--- config.mk ---
export PLATFORM = sky130hd
export DESIGN_NAME = keyboard_scancode_tracker_flat
export DESIGN_NICKNAME = d
export VERILOG_FILES = /design/src/design/kst_pkg.sv /design/src/design/kst_if.sv /design/src/design/keyboard_scancode_tracker.sv /design/src/flat_wrapper.sv
export SDC_FILE = /design/constraint.sdc
export NUM_CORES = 1
export LEC_CHECK = 0
export BUFFER_PORTS_ARGS = -buffer_cell sky130_fd_sc_hd__buf_4
export CAP_MARGIN = 20
export CORE_ASPECT_RATIO = 1.4
export CORE_UTILIZATION = 43
export DETAILED_ROUTE_END_ITERATION = 10
export GPL_TIMING_DRIVEN = 0
export PLACE_DENSITY = 0.57
export SETUP_SLACK_MARGIN = 0.5
export SLEW_MARGIN = 30
export SYNTH_ARGS = -nofsm -noshare
export SYNTH_HDL_FRONTEND = slang
export SYNTH_SLANG_ARGS = --single-unit
--- constraint.sdc ---
create_clock -name clk_i -period 6.5 [get_ports clk_i]
set_clock_uncertainty 0.05 [all_clocks]
set_input_delay 0.975 -clock clk_i [delete_from_list [all_inputs] [get_ports clk_i]]
set_output_delay 0.975 -clock clk_i [all_outputs]
set_load 0.01 [all_outputs]
--- src/design/kst_pkg.sv ---
// kst_pkg: shared types, constants and helpers for the keyboard scancode tracker
// depends on nothing

package kst_pkg;

  localparam int unsigned QueueDepth = 16;
  localparam int unsigned PtrW = (QueueDepth > 1) ? $clog2(QueueDepth) : 1;

  typedef logic [PtrW-1:0] ptr_t;
  typedef logic [6:0]      key_t;

  localparam logic [7:0] PrefixByte = 8'hE0;

  localparam key_t CodeCaps   = 7'd58;
  localparam key_t CodeNum    = 7'd69;
  localparam key_t CodeScroll = 7'd70;
  localparam key_t CodeCtrl   = 7'd29;
  localparam key_t CodeLShift = 7'd42;
  localparam key_t CodeRShift = 7'd54;
  localparam key_t CodeAlt    = 7'd56;
  localparam key_t CodeLMeta  = 7'd91;
  localparam key_t CodeRMeta  = 7'd92;

  localparam logic KindByte = 1'b0;
  localparam logic KindPop  = 1'b1;

  localparam logic [2:0] ModCtrl   = 3'd0;
  localparam logic [2:0] ModAlt    = 3'd1;
  localparam logic [2:0] ModShift  = 3'd2;
  localparam logic [2:0] ModMeta   = 3'd3;
  localparam logic [2:0] ModCaps   = 3'd4;
  localparam logic [2:0] ModNum    = 3'd5;
  localparam logic [2:0] ModScroll = 3'd6;

  localparam int unsigned LockCaps   = 0;
  localparam int unsigned LockNum    = 1;
  localparam int unsigned LockScroll = 2;

  typedef struct packed {
    logic       kind;
    logic [7:0] scancode;
    key_t       query_key;
    logic [2:0] modifier_index;
  } in_word_t;

  typedef struct packed {
    key_t popped_code;
    logic popped_valid;
    logic queue_nonempty;
    logic press_dropped;
    logic key_is_down;
    logic modifier_active;
  } out_word_t;

  function automatic ptr_t ptr_next(input ptr_t p);
    if (p == ptr_t'(QueueDepth - 1)) begin
      return '0;
    end
    return p + ptr_t'(1);
  endfunction

endpackage

--- src/design/kst_if.sv ---
// kst_in_if, kst_out_if: valid/ready channels of the scancode tracker
// depends on kst_pkg

interface kst_in_if
  import kst_pkg::*;
();
  logic       valid;
  logic       ready;
  logic       kind;
  logic [7:0] scancode;
  logic [6:0] query_key;
  logic [2:0] modifier_index;

  modport source (output valid, kind, scancode, query_key, modifier_index, input ready);
  modport sink   (input valid, kind, scancode, query_key, modifier_index, output ready);
endinterface

interface kst_out_if
  import kst_pkg::*;
();
  logic       valid;
  logic       ready;
  logic [6:0] popped_code;
  logic       popped_valid;
  logic       queue_nonempty;
  logic       press_dropped;
  logic       key_is_down;
  logic       modifier_active;

  modport source (output valid, popped_code, popped_valid, queue_nonempty, press_dropped,
                  key_is_down, modifier_active, input ready);
  modport sink   (input valid, popped_code, popped_valid, queue_nonempty, press_dropped,
                  key_is_down, modifier_active, output ready);
endinterface

--- src/design/keyboard_scancode_tracker.sv ---
// keyboard_scancode_tracker: set-1 scancode tracker with press queue, key map and locks
// path: input register, then the single update stage, then the output register
// throughput: one word per cycle unless the output stalls, set by the single update stage
// reset: valid flags, pointers, key-down map, lock and just-locked flags cleared at once; ring unset
// depends on kst_pkg, kst_in_if, kst_out_if

module keyboard_scancode_tracker
  import kst_pkg::*;
(
  input  logic clk_i,
  input  logic rst_ni,
  kst_in_if.sink    in_i,
  kst_out_if.source out_o
);

  logic      s1_valid_q;
  in_word_t  s1_word_q;
  logic      out_valid_q;
  out_word_t out_word_q;
  out_word_t out_word_d;

  key_t         ring_q [QueueDepth];
  ptr_t         wr_ptr_q, wr_ptr_d;
  ptr_t         rd_ptr_q, rd_ptr_d;
  logic [127:0] down_q, down_d;
  logic [2:0]   lock_q, lock_d;
  logic [2:0]   just_q, just_d;
  logic         ring_we;

  logic s1_fire;
  logic in_fire;
  logic is_press;
  logic is_release;
  key_t code;

  assign s1_fire  = s1_valid_q && (!out_valid_q || out_o.ready);
  assign in_i.ready = !s1_valid_q || s1_fire;
  assign in_fire  = in_i.valid && in_i.ready;

  assign code       = s1_word_q.scancode[6:0];
  assign is_press   = (s1_word_q.kind == KindByte) && (s1_word_q.scancode != PrefixByte)
                      && !s1_word_q.scancode[7];
  assign is_release = (s1_word_q.kind == KindByte) && (s1_word_q.scancode != PrefixByte)
                      && s1_word_q.scancode[7];

  always_comb begin
    wr_ptr_d   = wr_ptr_q;
    rd_ptr_d   = rd_ptr_q;
    down_d     = down_q;
    lock_d     = lock_q;
    just_d     = just_q;
    ring_we    = 1'b0;
    out_word_d = '0;
    if (s1_word_q.kind == KindPop) begin
      if (wr_ptr_q != rd_ptr_q) begin
        out_word_d.popped_code  = ring_q[rd_ptr_q];
        out_word_d.popped_valid = 1'b1;
        rd_ptr_d = ptr_next(rd_ptr_q);
      end
    end else if (is_press) begin
      if (ptr_next(wr_ptr_q) != rd_ptr_q) begin
        ring_we  = 1'b1;
        wr_ptr_d = ptr_next(wr_ptr_q);
      end else begin
        out_word_d.press_dropped = 1'b1;
      end
      priority if (!lock_q[LockCaps] && code == CodeCaps) begin
        lock_d[LockCaps] = 1'b1;
        just_d[LockCaps] = 1'b1;
      end else if (!lock_q[LockNum] && code == CodeNum) begin
        lock_d[LockNum] = 1'b1;
        just_d[LockNum] = 1'b1;
      end else if (!lock_q[LockScroll] && code == CodeScroll) begin
        lock_d[LockScroll] = 1'b1;
        just_d[LockScroll] = 1'b1;
      end else begin
      end
      down_d[code] = 1'b1;
    end else if (is_release) begin
      priority if (!just_q[LockCaps] && code == CodeCaps) begin
        lock_d[LockCaps] = 1'b0;
      end else if (!just_q[LockNum] && code == CodeNum) begin
        lock_d[LockNum] = 1'b0;
      end else if (!just_q[LockScroll] && code == CodeScroll) begin
        lock_d[LockScroll] = 1'b0;
      end else begin
      end
      just_d       = '0;
      down_d[code] = 1'b0;
    end

    out_word_d.queue_nonempty = (wr_ptr_d != rd_ptr_d);
    out_word_d.key_is_down    = down_d[s1_word_q.query_key];
    unique case (s1_word_q.modifier_index)
      ModCtrl:   out_word_d.modifier_active = down_d[CodeCtrl];
      ModAlt:    out_word_d.modifier_active = down_d[CodeAlt];
      ModShift:  out_word_d.modifier_active = down_d[CodeLShift] | down_d[CodeRShift];
      ModMeta:   out_word_d.modifier_active = down_d[CodeLMeta] | down_d[CodeRMeta];
      ModCaps:   out_word_d.modifier_active = lock_d[LockCaps];
      ModNum:    out_word_d.modifier_active = lock_d[LockNum];
      ModScroll: out_word_d.modifier_active = lock_d[LockScroll];
      default:   out_word_d.modifier_active = 1'b0;
    endcase
  end

  always_ff @(posedge clk_i or negedge rst_ni) begin
    if (!rst_ni) begin
      s1_valid_q  <= 1'b0;
      out_valid_q <= 1'b0;
      wr_ptr_q    <= '0;
      rd_ptr_q    <= '0;
      down_q      <= '0;
      lock_q      <= '0;
      just_q      <= '0;
    end else begin
      if (in_fire) begin
        s1_valid_q <= 1'b1;
      end else if (s1_fire) begin
        s1_valid_q <= 1'b0;
      end
      if (s1_fire) begin
        out_valid_q <= 1'b1;
        wr_ptr_q    <= wr_ptr_d;
        rd_ptr_q    <= rd_ptr_d;
        down_q      <= down_d;
        lock_q      <= lock_d;
        just_q      <= just_d;
      end else if (out_o.ready) begin
        out_valid_q <= 1'b0;
      end
    end
  end

  always_ff @(posedge clk_i) begin
    if (in_fire) begin
      s1_word_q.kind           <= in_i.kind;
      s1_word_q.scancode       <= in_i.scancode;
      s1_word_q.query_key      <= in_i.query_key;
      s1_word_q.modifier_index <= in_i.modifier_index;
    end
    if (s1_fire) begin
      out_word_q <= out_word_d;
    end
  end

  // press ring storage
  always_ff @(posedge clk_i) begin
    if (s1_fire && ring_we) begin
      ring_q[wr_ptr_q] <= code;
    end
  end

  assign out_o.valid           = out_valid_q;
  assign out_o.popped_code     = out_word_q.popped_code;
  assign out_o.popped_valid    = out_word_q.popped_valid;
  assign out_o.queue_nonempty  = out_word_q.queue_nonempty;
  assign out_o.press_dropped   = out_word_q.press_dropped;
  assign out_o.key_is_down     = out_word_q.key_is_down;
  assign out_o.modifier_active = out_word_q.modifier_active;

endmodule

--- src/flat_wrapper.sv ---
// flat-port wrapper written by rule: the top's interface ports become plain ports
module keyboard_scancode_tracker_flat import kst_pkg::*;
  (clk_i, rst_ni, in_i_valid, in_i_kind, in_i_scancode, in_i_query_key, in_i_modifier_index, in_i_ready, out_o_valid, out_o_popped_code, out_o_popped_valid, out_o_queue_nonempty, out_o_press_dropped, out_o_key_is_down, out_o_modifier_active, out_o_ready);
  kst_in_if in_i_i ();
  kst_out_if out_o_i ();
  input  logic clk_i;
  input  logic rst_ni;
  input wire logic [$bits(in_i_i.valid)-1:0] in_i_valid;
  input wire logic [$bits(in_i_i.kind)-1:0] in_i_kind;
  input wire logic [$bits(in_i_i.scancode)-1:0] in_i_scancode;
  input wire logic [$bits(in_i_i.query_key)-1:0] in_i_query_key;
  input wire logic [$bits(in_i_i.modifier_index)-1:0] in_i_modifier_index;
  output wire logic [$bits(in_i_i.ready)-1:0] in_i_ready;
  output wire logic [$bits(out_o_i.valid)-1:0] out_o_valid;
  output wire logic [$bits(out_o_i.popped_code)-1:0] out_o_popped_code;
  output wire logic [$bits(out_o_i.popped_valid)-1:0] out_o_popped_valid;
  output wire logic [$bits(out_o_i.queue_nonempty)-1:0] out_o_queue_nonempty;
  output wire logic [$bits(out_o_i.press_dropped)-1:0] out_o_press_dropped;
  output wire logic [$bits(out_o_i.key_is_down)-1:0] out_o_key_is_down;
  output wire logic [$bits(out_o_i.modifier_active)-1:0] out_o_modifier_active;
  input wire logic [$bits(out_o_i.ready)-1:0] out_o_ready;
  assign in_i_i.valid = in_i_valid;
  assign in_i_i.kind = in_i_kind;
  assign in_i_i.scancode = in_i_scancode;
  assign in_i_i.query_key = in_i_query_key;
  assign in_i_i.modifier_index = in_i_modifier_index;
  assign in_i_ready = in_i_i.ready;
  assign out_o_valid = out_o_i.valid;
  assign out_o_popped_code = out_o_i.popped_code;
  assign out_o_popped_valid = out_o_i.popped_valid;
  assign out_o_queue_nonempty = out_o_i.queue_nonempty;
  assign out_o_press_dropped = out_o_i.press_dropped;
  assign out_o_key_is_down = out_o_i.key_is_down;
  assign out_o_modifier_active = out_o_i.modifier_active;
  assign out_o_i.ready = out_o_ready;
  keyboard_scancode_tracker u_core (.clk_i(clk_i), .rst_ni(rst_ni), .in_i(in_i_i), .out_o(out_o_i));
endmodule
==> results.yml <==
worst_setup_path:
  crit_arrival_ns: 4.96
  startpoint_type: "flip-flop"
  crit_required_ns: 6.87
  ff2ff_setup_slack_ns: 1.91
  crit_start: "u_core.s1_word_q[17]"
  cp-end-kind: "flip-flop"
  path_class: "flip-flop to flip-flop"
  cp_max_fo: 10
  r2r-end: "u_core.down_q[21]"
  r2r-start: "u_core.s1_word_q[17]"
  reg2regPathDepth: 8
grt:
  grt.overflow.total: 0
  antenna_found_initial: 0
  grt_pass1_wl_mm: 81.84
  grt_max_degree: 74
  grt_pass1_vias: 12660
  grtUsageTotal_pct: 31.46
cells_and_area:
  final_common_cell: "o21ai_0"
  nets: 1460
  syn_to_final_growth_pct: 12.96
  mostFrequentLayoutCells: "263 x o21ai_0, 150 x clkbuf_1, 144 x o31ai_1, 144 x dfrtp_1, 143 x edfxtp_1"
  final_cell_area_um2: 16800
  drive_above_1_share_pct: 11.41
  fillers: 3171
synthesis:
  synth_ff_type: "dfrtp_1"
  synth_edf_count: 143
  synth.avg_cell_area_um2: 10.93
  synth_area_leaders: "edfxtp_1 29%, dfrtp_1 24%, o21ai_0 8.9%"
  synth_cells: 1360
  yosysWarnings: 0
  synthMuxAreaShare_pct: 6.244
  synth_area_um2: 14870
  synthArstFlopShare_pct: 50.17
  synth-seq-cells: 287
  synth_simple_gate_area_share_pct: 9.307
  yosysUniqueCellTypes: 73
  synth_compound_area_share_pct: 25.43
  yosys.area_share.adder_pct: 0.4207
  synth_xor_area_share_pct: 0.8246
  synth_top_area_share_pct: 28.88
  synth_top_area_cell: "edfxtp_1"
  synth_top_family_by_area: "compound AO/OA/AOI/OAI gates"
  synth_seq_area_share_pct: 53.11
  synthesis.nets: 1388
floorplanning:
  ios: 37
  die-area_um2: 35340
  row_count: 80
  die_y_um: 222.0
  core_um2: 34030
  start_util_pct: 43.69
  fp.dieW_um: 159.2
route:
  initialDrtViolationCount: 1543
  viasPerCell: 6.616
  drt_first_pass_iters: 6
  num_vias: 12620
  drtAntennaViolNets: 0
  remaining_drc_errors: 0
  wire_per_inst_um: 29.06
  wirelength_mm: 55.41
timing:
  setup-tns-final_ns: 0
  hold_violations: 0
  max_freq_ghz: 0.2179
  period_needed_ns: 4.589
  maxSlewViolCount: 0
  worst_pin_slew_ns: 1.093
  period_share_pct: 70.59
  setup_violations: 0
  grt_setup_unrepaired: "no"
  relSlewSlack_pct: 26.97
placed_design:
  hpwlAfterDp_mm: 39.39
  placed_cell_area_um2: 15810
  gp_congestion: 0.9850
  io_buffers: 36
cts:
  clockRootBuffer: "clkbuf_16"
  clockBufferDepth: 3
  clk_pin_slew_ns: 0.06
  ctsResizeCount: 0
  clkSinkCount: 287
  cts_htree_levels: 1
  cts_hold_buf: 0
  cts_setup_buffers: 0
  numCtsBuffers: 29
  cts_tree: "done"
  clock_latency_ns: 0.57
min_path:
  hold_path_class: "primary input to async pin"
power_and_ir_drop:
  power.leakage_nw: 5.680
  p_total_mw: 5.018
  ir_worst_vdd_uv: 198.5
  p_per_area_nw_per_um2: 298.8
outcome:
  status: "finished, final reports clean"
flow_run:
  max_cap_viol_count: 0
[flip-flops by register name, summed over array words and instances (netlist names), 4 cells and up]
signal and cells:
u_core.down_q 128, u_core.ring_q 112, u_core.s1_word_q 12, u_core.code 7, u_core.out_o.popped_code 7, u_core.rd_ptr_q 4, u_core.wr_ptr_q 4
[worst max-delay path by stage]
stage / end / depth (start not counted)
detailed placement: u_core.down_q[21] / 8
global placement: u_core.down_q[32] / 8
CTS: u_core.down_q[21] / 8
global route: u_core.down_q[27] / 8
floorplan: u_core.out_o.key_is_down / 11
finish: u_core.down_q[21] / 8
[kinds of logic (layout without fill, tap and decap cells)]
| family | after synthesis | in the layout |
|---|---|---|
| AOI/OAI and AO/OA | 583 | 583 |
| DFF | 287 | 287 |
| and+or+nand+nor | 247 | 247 |
| buffers and inverters | 178 | 273 |
| muxes | 46 | 46 |
| xor gates and xnor gates | 14 | 14 |
| adders and majority gates | 5 | 5 |
| other | 0 | 1 |
[Yosys cell counts, types with 4 or more instances]
library cell and n:
nand4b_1 7, nand4bb_1 9, o21ai_0 263, xnor2_1 7
ha_1 5, dfrtp_1 144, nand2b_1 18, nand2_1 58
a211oi_1 4, a21oi_1 33, o311ai_1 5, edfxtp_1 143
nor2_1 42, o311a_1 4, o311ai_0 56, o211ai_1 16
or4b_1 4, nor3_1 15, nand4_1 11, buf_2 14
a221oi_1 4, mux2_2 4, nor2b_1 6, or3_1 16
buf_1 5, xor2_1 7, clkbuf_1 146, and2_1 11
o31a_1 6, inv_1 12, nor4_1 5, mux2i_1 5
and3_1 4, o31ai_1 144, nand3_1 15, or2_2 7
mux4_2 37, a31oi_1 9
[final cells by class]
class	count	area [µm²]	share of cell area (%)
sequential	287	7898	47.02
multi-input combinational	895	6300	37.51
clock buffer	39	823.3	4.902
buffer	166	650.6	3.874
tap	451	564.3	3.360
timing repair buffer	41	354.1	2.108
clock inverter	15	158.9	0.9461
inverter	12	45.04	0.2682
antenna	1	2.502	0.01490
[layer usage]
metal  vias up  wire length [µm]  GRT usage (%)
met1      6205             19450          34.52
met5         -                 0              0
met4         0              4694          24.19
met2       649             27570          54.47
li1       5520                 -              -
met3       243              3693          5.069
[stage by stage]
stage | utilization, % | hold slack [ns] | instances | setup WS (ns)
after detailed placement | 46.46 | 0.4102 | 1852 | 2.102
after floorplan | - | 0.3920 | 1360 | 3.561
after CTS | 49.34 | 0.3309 | 1906 | 2.066
after global routing | 49.35 | 0.3710 | 1906 | 1.772
after global placement | 46.14 | 0.4109 | 1847 | 2.099
final | 49.35 | 0.3204 | 1907 | 1.911
[critical path, cell delays in order, from the launching register on]
cell and delay [ns]:
edfxtp_1 0.43, clkbuf_1 0.40, buf_2 0.33, clkbuf_1 0.42, clkbuf_1 0.52, clkbuf_1 0.71
clkbuf_1 0.65, clkbuf_1 0.73, o31ai_1 0.19
[report_power, final]
part | total [mW] | internal, mW | switching (mW) | leakage (nW)
registers | 2.12 | 2.04 | 0.0809 | 3.26
logic | 1.16 | 0.469 | 0.690 | 1.93
clock network | 1.74 | 1.01 | 0.735 | 0.487
Power figures use the tool's default switching activity.
